## config.mk

```make
export PLATFORM = sky130hd
export DESIGN_NAME = battery_voltage_to_charge_percent
export DESIGN_NICKNAME = d
export VERILOG_FILES = /design/src/design/bvcp_pkg.sv /design/src/design/battery_voltage_to_charge_percent.sv /design/src/design/bvcp_core.sv
export SDC_FILE = /design/constraint.sdc
export NUM_CORES = 1
export LEC_CHECK = 0
export ABC_AREA = 1
export BUFFER_PORTS_ARGS = -buffer_cell sky130_fd_sc_hd__buf_2
export CAP_MARGIN = 20
export CORE_UTILIZATION = 46
export CTS_BUF_LIST = sky130_fd_sc_hd__clkbuf_2 sky130_fd_sc_hd__clkbuf_4 sky130_fd_sc_hd__clkbuf_8
export DETAILED_ROUTE_END_ITERATION = 6
export PLACE_DENSITY = 0.7
export SLEW_MARGIN = 10
export SYNTH_ARGS = -nofsm -noshare
export SYNTH_HDL_FRONTEND = slang
export SYNTH_HIERARCHICAL = 1
export SYNTH_SLANG_ARGS = --single-unit
```

## constraint.sdc

```tcl
create_clock -name clk -period 5.9 [get_ports clk]
set_input_delay 1.18 -clock clk [delete_from_list [all_inputs] [get_ports clk]]
set_output_delay 1.18 -clock clk [all_outputs]
set_load 0.01 [all_outputs]
```

## src/design/bvcp_pkg.sv

```systemverilog
package bvcp_pkg;

    localparam int VoltW     = 13;
    localparam int PctW      = 7;
    localparam int OffW      = 10;
    localparam int TableSlots = 32;
    localparam int DenW      = 8;   // widest segment is 230 mV
    localparam int StepW     = 3;   // percent change per segment, at most MaxStep
    localparam int MaxStep   = 5;
    localparam int TermW     = 12;  // 2*num + den, at most 2530

    localparam logic [VoltW-1:0] VoltMax   = 13'd8191;
    localparam logic [OffW-1:0]  OffsetRst = 10'd130;
    localparam logic [PctW-1:0]  PctFull   = 7'd100;
    localparam logic [PctW-1:0]  PctEmpty  = 7'd1;

    localparam logic [VoltW-1:0] BP_MV [TableSlots] = '{
        13'd4200, 13'd4150, 13'd4110, 13'd4080, 13'd4020, 13'd3980, 13'd3950, 13'd3910,
        13'd3870, 13'd3850, 13'd3840, 13'd3820, 13'd3800, 13'd3790, 13'd3770, 13'd3750,
        13'd3730, 13'd3690, 13'd3610, 13'd3500, 13'd3270, 13'd3270, 13'd3270, 13'd3270,
        13'd3270, 13'd3270, 13'd3270, 13'd3270, 13'd3270, 13'd3270, 13'd3270, 13'd3270
    };

    localparam logic [PctW-1:0] BP_PCT [TableSlots] = '{
        7'd100, 7'd95, 7'd90, 7'd85, 7'd80, 7'd75, 7'd70, 7'd65,
        7'd60,  7'd55, 7'd50, 7'd45, 7'd40, 7'd35, 7'd30, 7'd25,
        7'd20,  7'd15, 7'd10, 7'd5,  7'd0,  7'd0,  7'd0,  7'd0,
        7'd0,   7'd0,  7'd0,  7'd0,  7'd0,  7'd0,  7'd0,  7'd0
    };

    typedef struct packed {
        logic full;
        logic empty;
    } range_t;

endpackage

```

## src/design/battery_voltage_to_charge_percent.sv

```systemverilog
// Battery voltage to state-of-charge converter.
//
// Input stream: s_tvalid/s_tready/s_tdata, one beat per sample, voltage in
// mV in s_tdata[12:0]. Output stream: m_tvalid/m_tready/m_tdata, one beat per
// sample, charge in percent (1..100) in m_tdata[6:0], in input order.
// Config: cfg_valid/cfg_ready/cfg_data write the signed mV offset added to
// each sample; cfg_ready is always high. Write only while the pipe is empty.
//
// Five register stages: offset add and saturate, segment compare, segment
// select, multiply, quotient compare into the output register. m_tvalid
// rises when the beat reaches the output register; throughput is one beat
// per cycle while m_tready does not hold the pipe.
// All stages move together: while m_tvalid is high and m_tready low the
// whole pipe holds and s_tready drops, nothing is lost or repeated.
// Reset empties the pipe and loads an offset of 130 mV.
module battery_voltage_to_charge_percent
    import bvcp_pkg::*;
#(
    parameter int BREAKPOINTS = 21
)
(
    input  logic            clk,
    input  logic            rst_n,
    input  logic            s_tvalid,
    output logic            s_tready,
    input  logic [15:0]     s_tdata,    // [12:0] voltage_mv
    output logic            m_tvalid,
    input  logic            m_tready,
    output logic [7:0]      m_tdata,    // [6:0] charge_percent
    input  logic            cfg_valid,
    output logic            cfg_ready,
    input  logic [OffW-1:0] cfg_data    // offset_mv, signed
);

    localparam int Stages = 5;

    logic            adv;
    logic [OffW-1:0] offset_reg;
    logic [Stages-1:0] vld_reg, vld_next;

    assign adv       = !vld_reg[Stages-1] || m_tready;
    assign s_tready  = adv;
    assign cfg_ready = 1'b1;

    always_ff @(posedge clk or negedge rst_n)
    begin
        if (!rst_n)
        begin
            offset_reg <= OffsetRst;
        end
        else if (cfg_valid)
        begin
            offset_reg <= cfg_data;
        end
    end

    assign vld_next = {vld_reg[Stages-2:0], s_tvalid};

    always_ff @(posedge clk or negedge rst_n)
    begin
        if (!rst_n)
        begin
            vld_reg <= '0;
        end
        else if (adv)
        begin
            vld_reg <= vld_next;
        end
    end

    // stage 1: offset and saturate
    logic signed [VoltW+1:0] vsum;
    logic [VoltW-1:0]        v1_next, v1_reg;

    assign vsum = $signed({2'b00, s_tdata[VoltW-1:0]}) + (VoltW+2)'($signed(offset_reg));

    always_comb
    begin
        if (vsum < 0)
        begin
            v1_next = '0;
        end
        else if (vsum > $signed({2'b00, VoltMax}))
        begin
            v1_next = VoltMax;
        end
        else
        begin
            v1_next = vsum[VoltW-1:0];
        end
    end

    always_ff @(posedge clk)
    begin
        if (adv)
        begin
            v1_reg <= v1_next;
        end
    end

    logic [PctW-1:0] pct;

    bvcp_core #(
        .BREAKPOINTS(BREAKPOINTS)
    ) u_core (
        .clk (clk),
        .en  (adv),
        .v_in(v1_reg),
        .pct (pct)
    );

    assign m_tvalid = vld_reg[Stages-1];
    assign m_tdata  = {1'b0, pct};

    a_pct_range: assert property (@(posedge clk) disable iff (!rst_n)
        m_tvalid |-> (pct >= PctEmpty && pct <= PctFull))
        else $error("charge out of range");

    a_hold: assert property (@(posedge clk) disable iff (!rst_n)
        !adv |=> $stable(vld_reg))
        else $error("pipe moved during stall");

    a_enter: assert property (@(posedge clk) disable iff (!rst_n)
        s_tvalid && s_tready |=> vld_reg[0])
        else $error("accepted beat not in first stage");

    a_cfg: assert property (@(posedge clk) disable iff (!rst_n)
        cfg_valid |=> offset_reg == $past(cfg_data))
        else $error("offset write lost");

endmodule

```

## src/design/bvcp_core.sv

```systemverilog
module bvcp_core
    import bvcp_pkg::*;
#(
    parameter int BREAKPOINTS = 21
)
(
    input  logic             clk,
    input  logic             en,
    input  logic [VoltW-1:0] v_in,
    output logic [PctW-1:0]  pct
);

    localparam int NSeg = BREAKPOINTS - 1;

    // stage 2: segment hit mask
    logic [NSeg-1:0]  hit_next;
    logic [NSeg-1:0]  hit_reg;
    logic [VoltW-1:0] v2_reg;
    range_t           rng_next;
    range_t           rng2_reg;

    always_comb
    begin
        for (int i = 0; i < NSeg; i++)
        begin
            hit_next[i] = (BP_MV[i] > BP_MV[i+1]) && (v_in >= BP_MV[i+1]) && (v_in <= BP_MV[i]);
        end
        rng_next.full  = (v_in >= BP_MV[0]);
        rng_next.empty = (v_in <= BP_MV[NSeg]);
    end

    always_ff @(posedge clk)
    begin
        if (en)
        begin
            hit_reg  <= hit_next;
            v2_reg   <= v_in;
            rng2_reg <= rng_next;
        end
    end

    // stage 3: pick the highest-voltage hit
    logic [DenW-1:0]  diff_next, den_next;
    logic [StepW-1:0] step_next;
    logic [PctW-1:0]  base_next;
    logic             found;
    logic [VoltW-1:0] hi_dif, span;
    logic [DenW-1:0]  diff_reg, den3_reg;
    logic [StepW-1:0] step_reg;
    logic [PctW-1:0]  base3_reg;
    range_t           rng_sel, rng3_reg;

    always_comb
    begin
        diff_next = '0;
        den_next  = '0;
        step_next = '0;
        base_next = '0;
        found     = 1'b0;
        hi_dif    = '0;
        span      = '0;
        for (int i = NSeg - 1; i >= 0; i--)
        begin
            if (hit_reg[i])
            begin
                found     = 1'b1;
                hi_dif    = v2_reg - BP_MV[i+1];
                span      = BP_MV[i] - BP_MV[i+1];
                step_next = StepW'(BP_PCT[i] - BP_PCT[i+1]);
                base_next = BP_PCT[i+1];
            end
        end
        diff_next     = hi_dif[DenW-1:0];
        den_next      = span[DenW-1:0];
        rng_sel.full  = rng2_reg.full;
        rng_sel.empty = rng2_reg.empty || !found;
    end

    always_ff @(posedge clk)
    begin
        if (en)
        begin
            diff_reg  <= diff_next;
            den3_reg  <= den_next;
            step_reg  <= step_next;
            base3_reg <= base_next;
            rng3_reg  <= rng_sel;
        end
    end

    // stage 4: 2*num + den
    logic [TermW-1:0] num;
    logic [TermW-1:0] term_reg;
    logic [DenW-1:0]  den4_reg;
    logic [PctW-1:0]  base4_reg;
    range_t           rng4_reg;

    assign num = TermW'(diff_reg) * TermW'(step_reg);

    always_ff @(posedge clk)
    begin
        if (en)
        begin
            term_reg  <= {num[TermW-2:0], 1'b0} + TermW'(den3_reg);
            den4_reg  <= den3_reg;
            base4_reg <= base3_reg;
            rng4_reg  <= rng3_reg;
        end
    end

    // stage 5: quotient by compare against multiples of 2*den
    logic [StepW-1:0] quo;
    logic [PctW-1:0]  sum;
    logic [PctW-1:0]  pct_next;
    logic [PctW-1:0]  pct_reg;

    always_comb
    begin
        quo = '0;
        for (int k = 1; k <= MaxStep; k++)
        begin
            if (term_reg >= TermW'(TermW'(den4_reg) * TermW'(2 * k)))
            begin
                quo = quo + StepW'(1);
            end
        end
        sum = base4_reg + PctW'(quo);
        if (rng4_reg.full)
        begin
            pct_next = PctFull;
        end
        else if (rng4_reg.empty || sum < PctEmpty)
        begin
            pct_next = PctEmpty;
        end
        else
        begin
            pct_next = sum;
        end
    end

    always_ff @(posedge clk)
    begin
        if (en)
        begin
            pct_reg <= pct_next;
        end
    end

    assign pct = pct_reg;

endmodule
```

After elaboration in Yosys (flattened, before gate mapping)
Index checks and enable logic that the tools add are counted.
- bits in registers: 122
- input bits: 31
- output and inout bits: 11
- logic and storage cells: 222
- $add $sub $neg: 27
- multiply operators: 3
- magnitude comparators: 50
- multiplexer cells: 85
- reductions and logical operators: 31
- operators with widths (cell ; count):
    $ge 13x12->1 const B ; 18
    $le 13x12->1 const B ; 18
    $mux 8 ; 21
    $mux 7 ; 14
    $mux 6 ; 15
    $sub 8x8->8 const B ; 11
    $ge 13x13->1 const B ; 3
    $le 13x13->1 const B ; 3
    $ge 12x11->1 ; 2
    $sub 8x7->8 const B ; 3
    $mux 1 ; 21
    $mux 3 ; 7
    $logic_and 1x1->1 ; 20
    $mux 5 ; 4
    $reduce_or 19->1 ; 1
    $reduce_or 17->1 ; 1
    $sub 8x4->8 const B ; 2
    $sub 8x5->8 const B ; 2
    $add 14x10->15 ; 1
    $gt 15x14->1 const B ; 1
    $lt 15x1->1 const B ; 1
    $mux 13 ; 1
    $add 12x8->12 ; 1
    $ge 12x10->1 ; 1
    17 further kinds ; 24

Logic depth before layout (Yosys ltp)
Gate-level depths: netlist (run 1).
- depth in word-level cells: 22
- gate-level depth with buffers: 35
- mapped depth without buffers: 34

Hierarchy
Netlist (run 1), hierarchy kept.
- by module, submodules not included (module ; times used ; cells each ; area each (sq um) ; sequential area each (sq um)):
    bvcp_core ; 1 ; 1188 ; 8752.1 ; 2672.6
    battery_voltage_to_charge_percent ; 1 ; 265 ; 2043.2 ; 768.2

Worst setup path after synthesis (run 1)
OpenSTA, ideal clock, no wires.
- path type: reg-to-reg
- start: register u_core.den4_reg[1]
- end: register u_core.pct_reg[4] (netlist: u_core/pct[4]), data pin
- setup time: 0.258 ns
- arrival time: 5.043 ns
- data required time: 5.642 ns
- setup slack: 0.598 ns
- cell stages (with the launch flop): 34
- path buffers: 0
- period minus slack after synthesis: 5.302 ns
- path through: edfxtp_1 -> ha_1 -> inv_1 -> fa_1 -> o21ai_0 -> nand2_1 -> a21oi_1 -> nor2_1 -> xor2_1 -> ha_1 -> a21oi_1 -> o21a_1 -> nand3_1 -> xnor2_1 -> inv_1 -> ha_1 -> nand2_1 -> nand2_1 -> ha_1 -> nand2_1 -> xnor2_1 -> xor2_1 -> ha_1 -> nand2_1 -> o21ai_0 -> nand3_1 -> xnor2_1 -> inv_1 -> nand4_1 -> or4_1 -> nand2_1 -> nor2_1 -> inv_1 -> nor2_1
- word-level cells in the longest chain between the ends: 14
- elaborated cells between the ends (all ways): 20
- those cells by class: add/sub: 5; mul: 2; order compare: 6; mux: 5; reduce/logical: 2
- RTL lines (element ; line ; RTL):
    start: declaration ; bvcp_core.sv:94 ; logic [DenW-1:0] den4_reg;
    start signal: assignment ; bvcp_core.sv:105 ; den4_reg <= den3_reg;
    parallel branches: the longest is 9 deep, another holds $ge 12x11->1 ; -- ;
    $mux 3 * ; bvcp_core.sv:122 ; if (term_reg >= TermW'(TermW'(den4_reg) * TermW'(2 * k)))
    $add 7x3->7 * ; bvcp_core.sv:127 ; sum = base4_reg + PctW'(quo);
    $lt 7x1->1 ; bvcp_core.sv:132 ; else if (rng4_reg.empty || sum < PctEmpty)
    $logic_or 1x1->1 ; bvcp_core.sv:132 ;
    $reduce_or 2->1 (no line) ; -- ;
    end signal: assignment ; bvcp_core.sv:146 ; pct_reg <= pct_next;
    end: declaration ; bvcp_core.sv:115 ; logic [PctW-1:0] pct_reg;
Mark *: on every way between the ends.
A chain may end at the register's enable or synchronous reset.

Final worst setup path (run 1)
- start: register u_core.den4_reg[2]
- end: register u_core.pct_reg[4] (netlist: u_core/pct[4]), data pin
The elaborated chain is that of the path after synthesis.

==> results of run 1 <==
[synthesized netlist by cell type, types with 14 or more instances]
cell type,number,share of area
xnor2_1,15,0.012
xor2_1,38,0.031
o21ai_0,93,0.043
edfxtp_1,102,0.28
nand2_2,15,0.0087
nor3_1,20,0.0093
nand3_1,71,0.033
clkbuf_1,17,0.0059
ha_1,111,0.13
nor2_1,131,0.046
a21oi_1,109,0.051
a31oi_1,14,0.0081
nand2_1,304,0.11
inv_1,243,0.084
[critical path, delay by kind of cell, from the launching register on]
kind	cells	cell delay (ns)
flops	1	0.39
compound gates	5	0.79
xor+xnor	5	0.86
buf+inv	3	0.18
simple gates	13	1.36
fa+ha+maj	6	1.64
[worst max path at each step]
stage                                  start  depth (start not counted)            end
after floorplan           u_core/den4_reg[1]                         33  u_core/pct[4]
final                     u_core/den4_reg[2]                         32  u_core/pct[4]
after global routing      u_core/den4_reg[2]                         32  u_core/pct[4]
after global placement    u_core/den4_reg[2]                         33  u_core/pct[4]
after detailed placement  u_core/den4_reg[2]                         33  u_core/pct[4]
after CTS                 u_core/den4_reg[2]                         33  u_core/pct[1]
[repair_timing]
item                       in CTS  in global routing
gates resized for setup         0                  9
hold buffers                    0                  0
setup buffers                   0                  3
setup endpoints to repair       0                  5
[kinds of logic after synthesis]
family | share of synthesized area
AND/OR/NAND/NOR | 0.231
multiplexers | 0.0104
other | 0.000696
buffers and inverters | 0.105
adder cells (fa/ha/maj) | 0.140
AO/OA/AOI/OAI | 0.151
XOR/XNOR | 0.0430
flip-flops | 0.319
[cell type report]
type,instances,share of cell area
multi-input combinational,1054,0.537
tap,313,0.0336
clock inverter,13,0.0135
sequential,117,0.295
clock buffer,19,0.0214
inverter,246,0.0797
timing repair buffer,43,0.0200
[metrics by stage]
stage	setup WS, ns	hold WS [ns]	utilization
floorplan	0.598	0.400	-
global placement	0.212	0.403	0.490
detailed placement	0.0634	0.408	0.490
CTS	0.0646	0.420	0.508
global route	-0.0348	0.425	0.510
finish	0.405	0.422	0.510
[per-layer routing]
layer / up-vias / wire length [µm]
li1: 4886 / -
met1: 4491 / 13100
met2: 348 / 13400
met3: 42 / 1790
met4: 0 / 546
met5: - / 0
==> impl_metrics.json, run 1 <==
{
  "drt_wl_total_um": 28900,
  "htree_num_levels": 4,
  "regToRegSetupSlack_ns": 0.40,
  "drive_above_1_share": 0.0885,
  "ys_seq_elements": 117,
  "clk_pin_slew_worst_paths_ns": 0.07,
  "status": "finished clean",
  "start_kind": "register",
  "hold_end": "u_core/base4_reg[0]",
  "seq_area_frac_synth": 0.319,
  "clk_latency_ns": 0.43,
  "yosys_warnings": 6,
  "wire_per_inst_um": 16.0,
  "r2r-end": "u_core/pct[4]",
  "cts_buffers": 17,
  "io-pin-count": 42,
  "tns_ns": 0,
  "viasPerCell": 5.41,
  "drt-initial-drc-count": 989,
  "cts_buffer_depth": 2,
  "fin_crit_ns": 5.50,
  "period_share": 0.931,
  "use_met3": 0.0329,
  "vias": 9767,
  "grt_usage": 0.248,
  "dpl.hpwl_um": 22600,
  "dieWidth_um": 155,
  "worstHoldStart": "u_core/base3_reg[0]",
  "syn-cell-area_mm2": 0.0108,
  "final_common_cell": "nand2_1",
  "use_met2": 0.412,
  "insertedDiodeCount": 0,
  "cap_violations": 0,
  "clockRootBuffer": "clkbuf_8",
  "hp-class": "register to register",
  "fillers": 2269,
  "syn-mean-instance-area_um2": 7.43,
  "grt_util_met1": 0.335,
  "postRouteAntennaNets": 0,
  "largest_reg_flops": 20,
  "cts_tree": "built",
  "clock-sinks": 117,
  "finalMaxSlewViolations": 0,
  "relSlewSlack": 0.292,
  "multi_input_area_mm2": 0.00625,
  "final_cell_mix": "nand2_1, inv_1, nor2_1, ha_1, a21oi_1",
  "synth.net_count": 1601,
  "synthFlopType": "edfxtp_1",
  "synth.distinct_cells": 57,
  "first_global_vias": 8948,
  "area_delta_synth_final_pct": 7.95,
  "route.detailed.drc": 0,
  "timing.rr.start": "u_core/den4_reg[2]",
  "crit_slowest_cell": "fa_1",
  "die-area_mm2": 0.0241,
  "grt-ovfl-total": 0,
  "clock-skew-final_ns": 0.0111,
  "worst-setup-path-type": "register to register",
  "critPathMostFrequentCell": "nand2_1",
  "worstHoldPathCells": 0,
  "initial_core_util": 0.473,
  "cp.arrival_ns": 5.68,
  "synthesis.instances": 1453,
  "worstPathMaxFanout": 4,
  "reg2reg_depth": 32,
  "routabilityCongestion": 0.955,
  "tightest_slew_ns": 1.06,
  "worst_path_largest_cell_delay_ns": 0.42,
  "dp_cells": 1770,
  "grt_max_degree": 82,
  "stdcell_count": 1805,
  "design_area_mm2": 0.0117,
  "antenna_found_initial": 0,
  "hold_viol": 0,
  "finalSetupViolCount": 0,
  "fmaxAchievable_mhz": 182,
  "grt_pass1_wl_um": 46500,
  "drt_first_pass_iters": 6,
  "cp-end-kind": "register",
  "worst_ep_required_time_ns": 6.08,
  "numPortBuffers": 36,
  "postPlaceCellArea_mm2": 0.0112,
  "final-seq-area_mm2": 0.00344,
  "synth-edff-count": 102,
  "num_rows": 55,
  "core_mm2": 0.0228,
  "nNetsFinal": 1627,
  "die_h_um": 155,
  "async_reset_ff_frac": 0.128,
  "grt-busiest-layer": "met2"
}
Power of run 1 is left out: the tool's default activity adds up to more than one toggle a clock period on the data nets, which glitch-free logic cannot reach.
==> run 2: changes to the inputs <==
- ABC_AREA: 1 -> not set
- clock period: 5.9 -> 6.8 ns (I/O delays scaled with it)
==> impl_metrics.json, run 2 <==
{
  "status": "finished clean",
  "dpl.hpwl_um": 19100,
  "critPathTopFamily": "adder cells",
  "ys_seq_elements": 117,
  "final_common_cell": "ha_1",
  "drt_wl_total_um": 26500,
  "finalMaxSlewViolations": 0,
  "postCtsSetupBuffers": 0,
  "htree_num_levels": 4,
  "drt_first_pass_iters": 7,
  "synth.net_count": 1334,
  "clockRootBuffer": "clkbuf_8",
  "wire_per_inst_um": 17.6,
  "core_mm2": 0.0228,
  "clock-sinks": 117,
  "worst-setup-path-type": "register to register",
  "crit_slowest_cell": "edfxtp_1",
  "period_share": 0.778,
  "initial_core_util": 0.473,
  "post-route-util": 0.502,
  "yosys.area.top_type": "edfxtp_1",
  "yosys_warnings": 6,
  "antenna_found_initial": 0,
  "synth-edff-count": 102,
  "finalSetupViolCount": 0,
  "seq_area_frac_synth": 0.319,
  "clk_latency_ns": 0.44,
  "fmaxAchievable_mhz": 189,
  "clock-skew-final_ns": 0.0134,
  "final_cell_mix": "ha_1, a21oi_1, edfxtp_1, nor2_1, nand2_1",
  "syn-mean-instance-area_um2": 9.10,
  "drt-initial-drc-count": 810,
  "postRouteAntennaNets": 0,
  "grt_max_degree": 96,
  "synthTopCellsByCount": "ha_1, a21oi_1, edfxtp_1",
  "worst_ep_required_time_ns": 6.99,
  "worst_path_largest_cell_delay_ns": 0.48,
  "num_rows": 55,
  "largest_reg_flops": 20,
  "hp-class": "register to register",
  "cts_buffer_depth": 2,
  "grt_pass1_wl_um": 43200,
  "dieWidth_um": 155,
  "start_kind": "register",
  "worstPathMaxFanout": 6,
  "synth_most_common_cell": "ha_1",
  "synth_top_area_share": 0.284,
  "die-area_mm2": 0.0241,
  "area_delta_synth_final_pct": 6.22,
  "syn-cell-area_mm2": 0.0108,
  "netlist_top_cells_area": "edfxtp_1, ha_1, a21oi_1, xnor2_1, o21ai_0",
  "async_reset_ff_frac": 0.128,
  "grt_usage": 0.224,
  "viasPerCell": 6.05,
  "cp-end-kind": "register",
  "clk_pin_slew_worst_paths_ns": 0.07,
  "nNetsFinal": 1325,
  "drive_above_1_share": 0.110,
  "first_global_vias": 8601,
  "synth.distinct_cells": 92,
  "io-pin-count": 42,
  "rsz0062_at_grt": "no",
  "cts_hold_buf": 0,
  "cts_buffers": 17,
  "regToRegSetupSlack_ns": 1.51,
  "relSlewSlack": 0.337,
  "die_h_um": 155,
  "cts_resized": 0,
  "cts_tree": "built",
  "fillers": 2158,
  "route.detailed.drc": 0,
  "cap_violations": 0,
  "vias": 9099,
  "synthFlopType": "edfxtp_1",
  "numPortBuffers": 36,
  "tns_ns": 0,
  "hold_viol": 0,
  "tightest_slew_ns": 0.981,
  "synthesis.instances": 1186,
  "cp.arrival_ns": 5.48,
  "fin_crit_ns": 5.29,
  "insertedDiodeCount": 0,
  "routabilityCongestion": 0.954,
  "crit_buf_inv": 2,
  "grt-ovfl-total": 0,
  "critPathMostFrequentCell": "ha_1"
}
-- run 2: layout make-up --
class / count / area (µm²) / share of cell area
inverters: 62 / 233 / 0.0203
multi-input cells: 937 / 6780 / 0.591
clock buffers: 24 / 299 / 0.0261
flip-flops and latches: 117 / 3440 / 0.300
clock inverters: 8 / 76.3 / 0.00665
well taps: 313 / 392 / 0.0341
repair buffers: 42 / 245 / 0.0214
-- run 2: cell families (layout without fill, tap and decap cells) --
logic type,after synthesis,after routing,share of synthesized area
buf+inv,132,136,0.0538
other cells,2,2,0.000696
fa+ha+maj,117,117,0.140
compound gates,377,377,0.237
simple gates,332,332,0.157
xor+xnor,86,86,0.0698
flops,117,117,0.319
mux,23,23,0.0233
-- run 2: path summary, 6_finish.rpt --
check	startpoint	cells after the start	endpoint
worst min-delay path	u_core/base3_reg[0]	0	u_core/base4_reg[0]
min in group asynchronous	rst_n	1	vld_reg[4]
worst max register to register	u_core/den4_reg[1]	28	u_core/pct[0]
worst max-delay path	u_core/den4_reg[1]	28	u_core/pct[0]
max in group asynchronous	rst_n	1	offset_reg[7]
worst min register to register	u_core/base3_reg[0]	0	u_core/base4_reg[0]
-- run 2: stage by stage --
stage	setup slack (ns)	instance area (µm²)	hold slack, ns	std cells
floorplan	0.996	10800	0.400	1186
global placement	1.60	11100	0.403	1470
detailed placement	1.56	11100	0.405	1470
CTS	1.54	11400	0.423	1502
global route	1.05	11500	0.426	1503
finish	1.51	11500	0.421	1503
-- run 2: metal layers --
metal	part of all wire	vias to the layer above	global-route usage	routed length (µm)
met1	0.44	4309	0.296	11700
met2	0.47	355	0.366	12400
met5	0	-	0	0
met4	0.020	0	0.0728	519
li1	-	4394	-	-
met3	0.069	41	0.0443	1820
Power of run 2 is left out for the same reason.
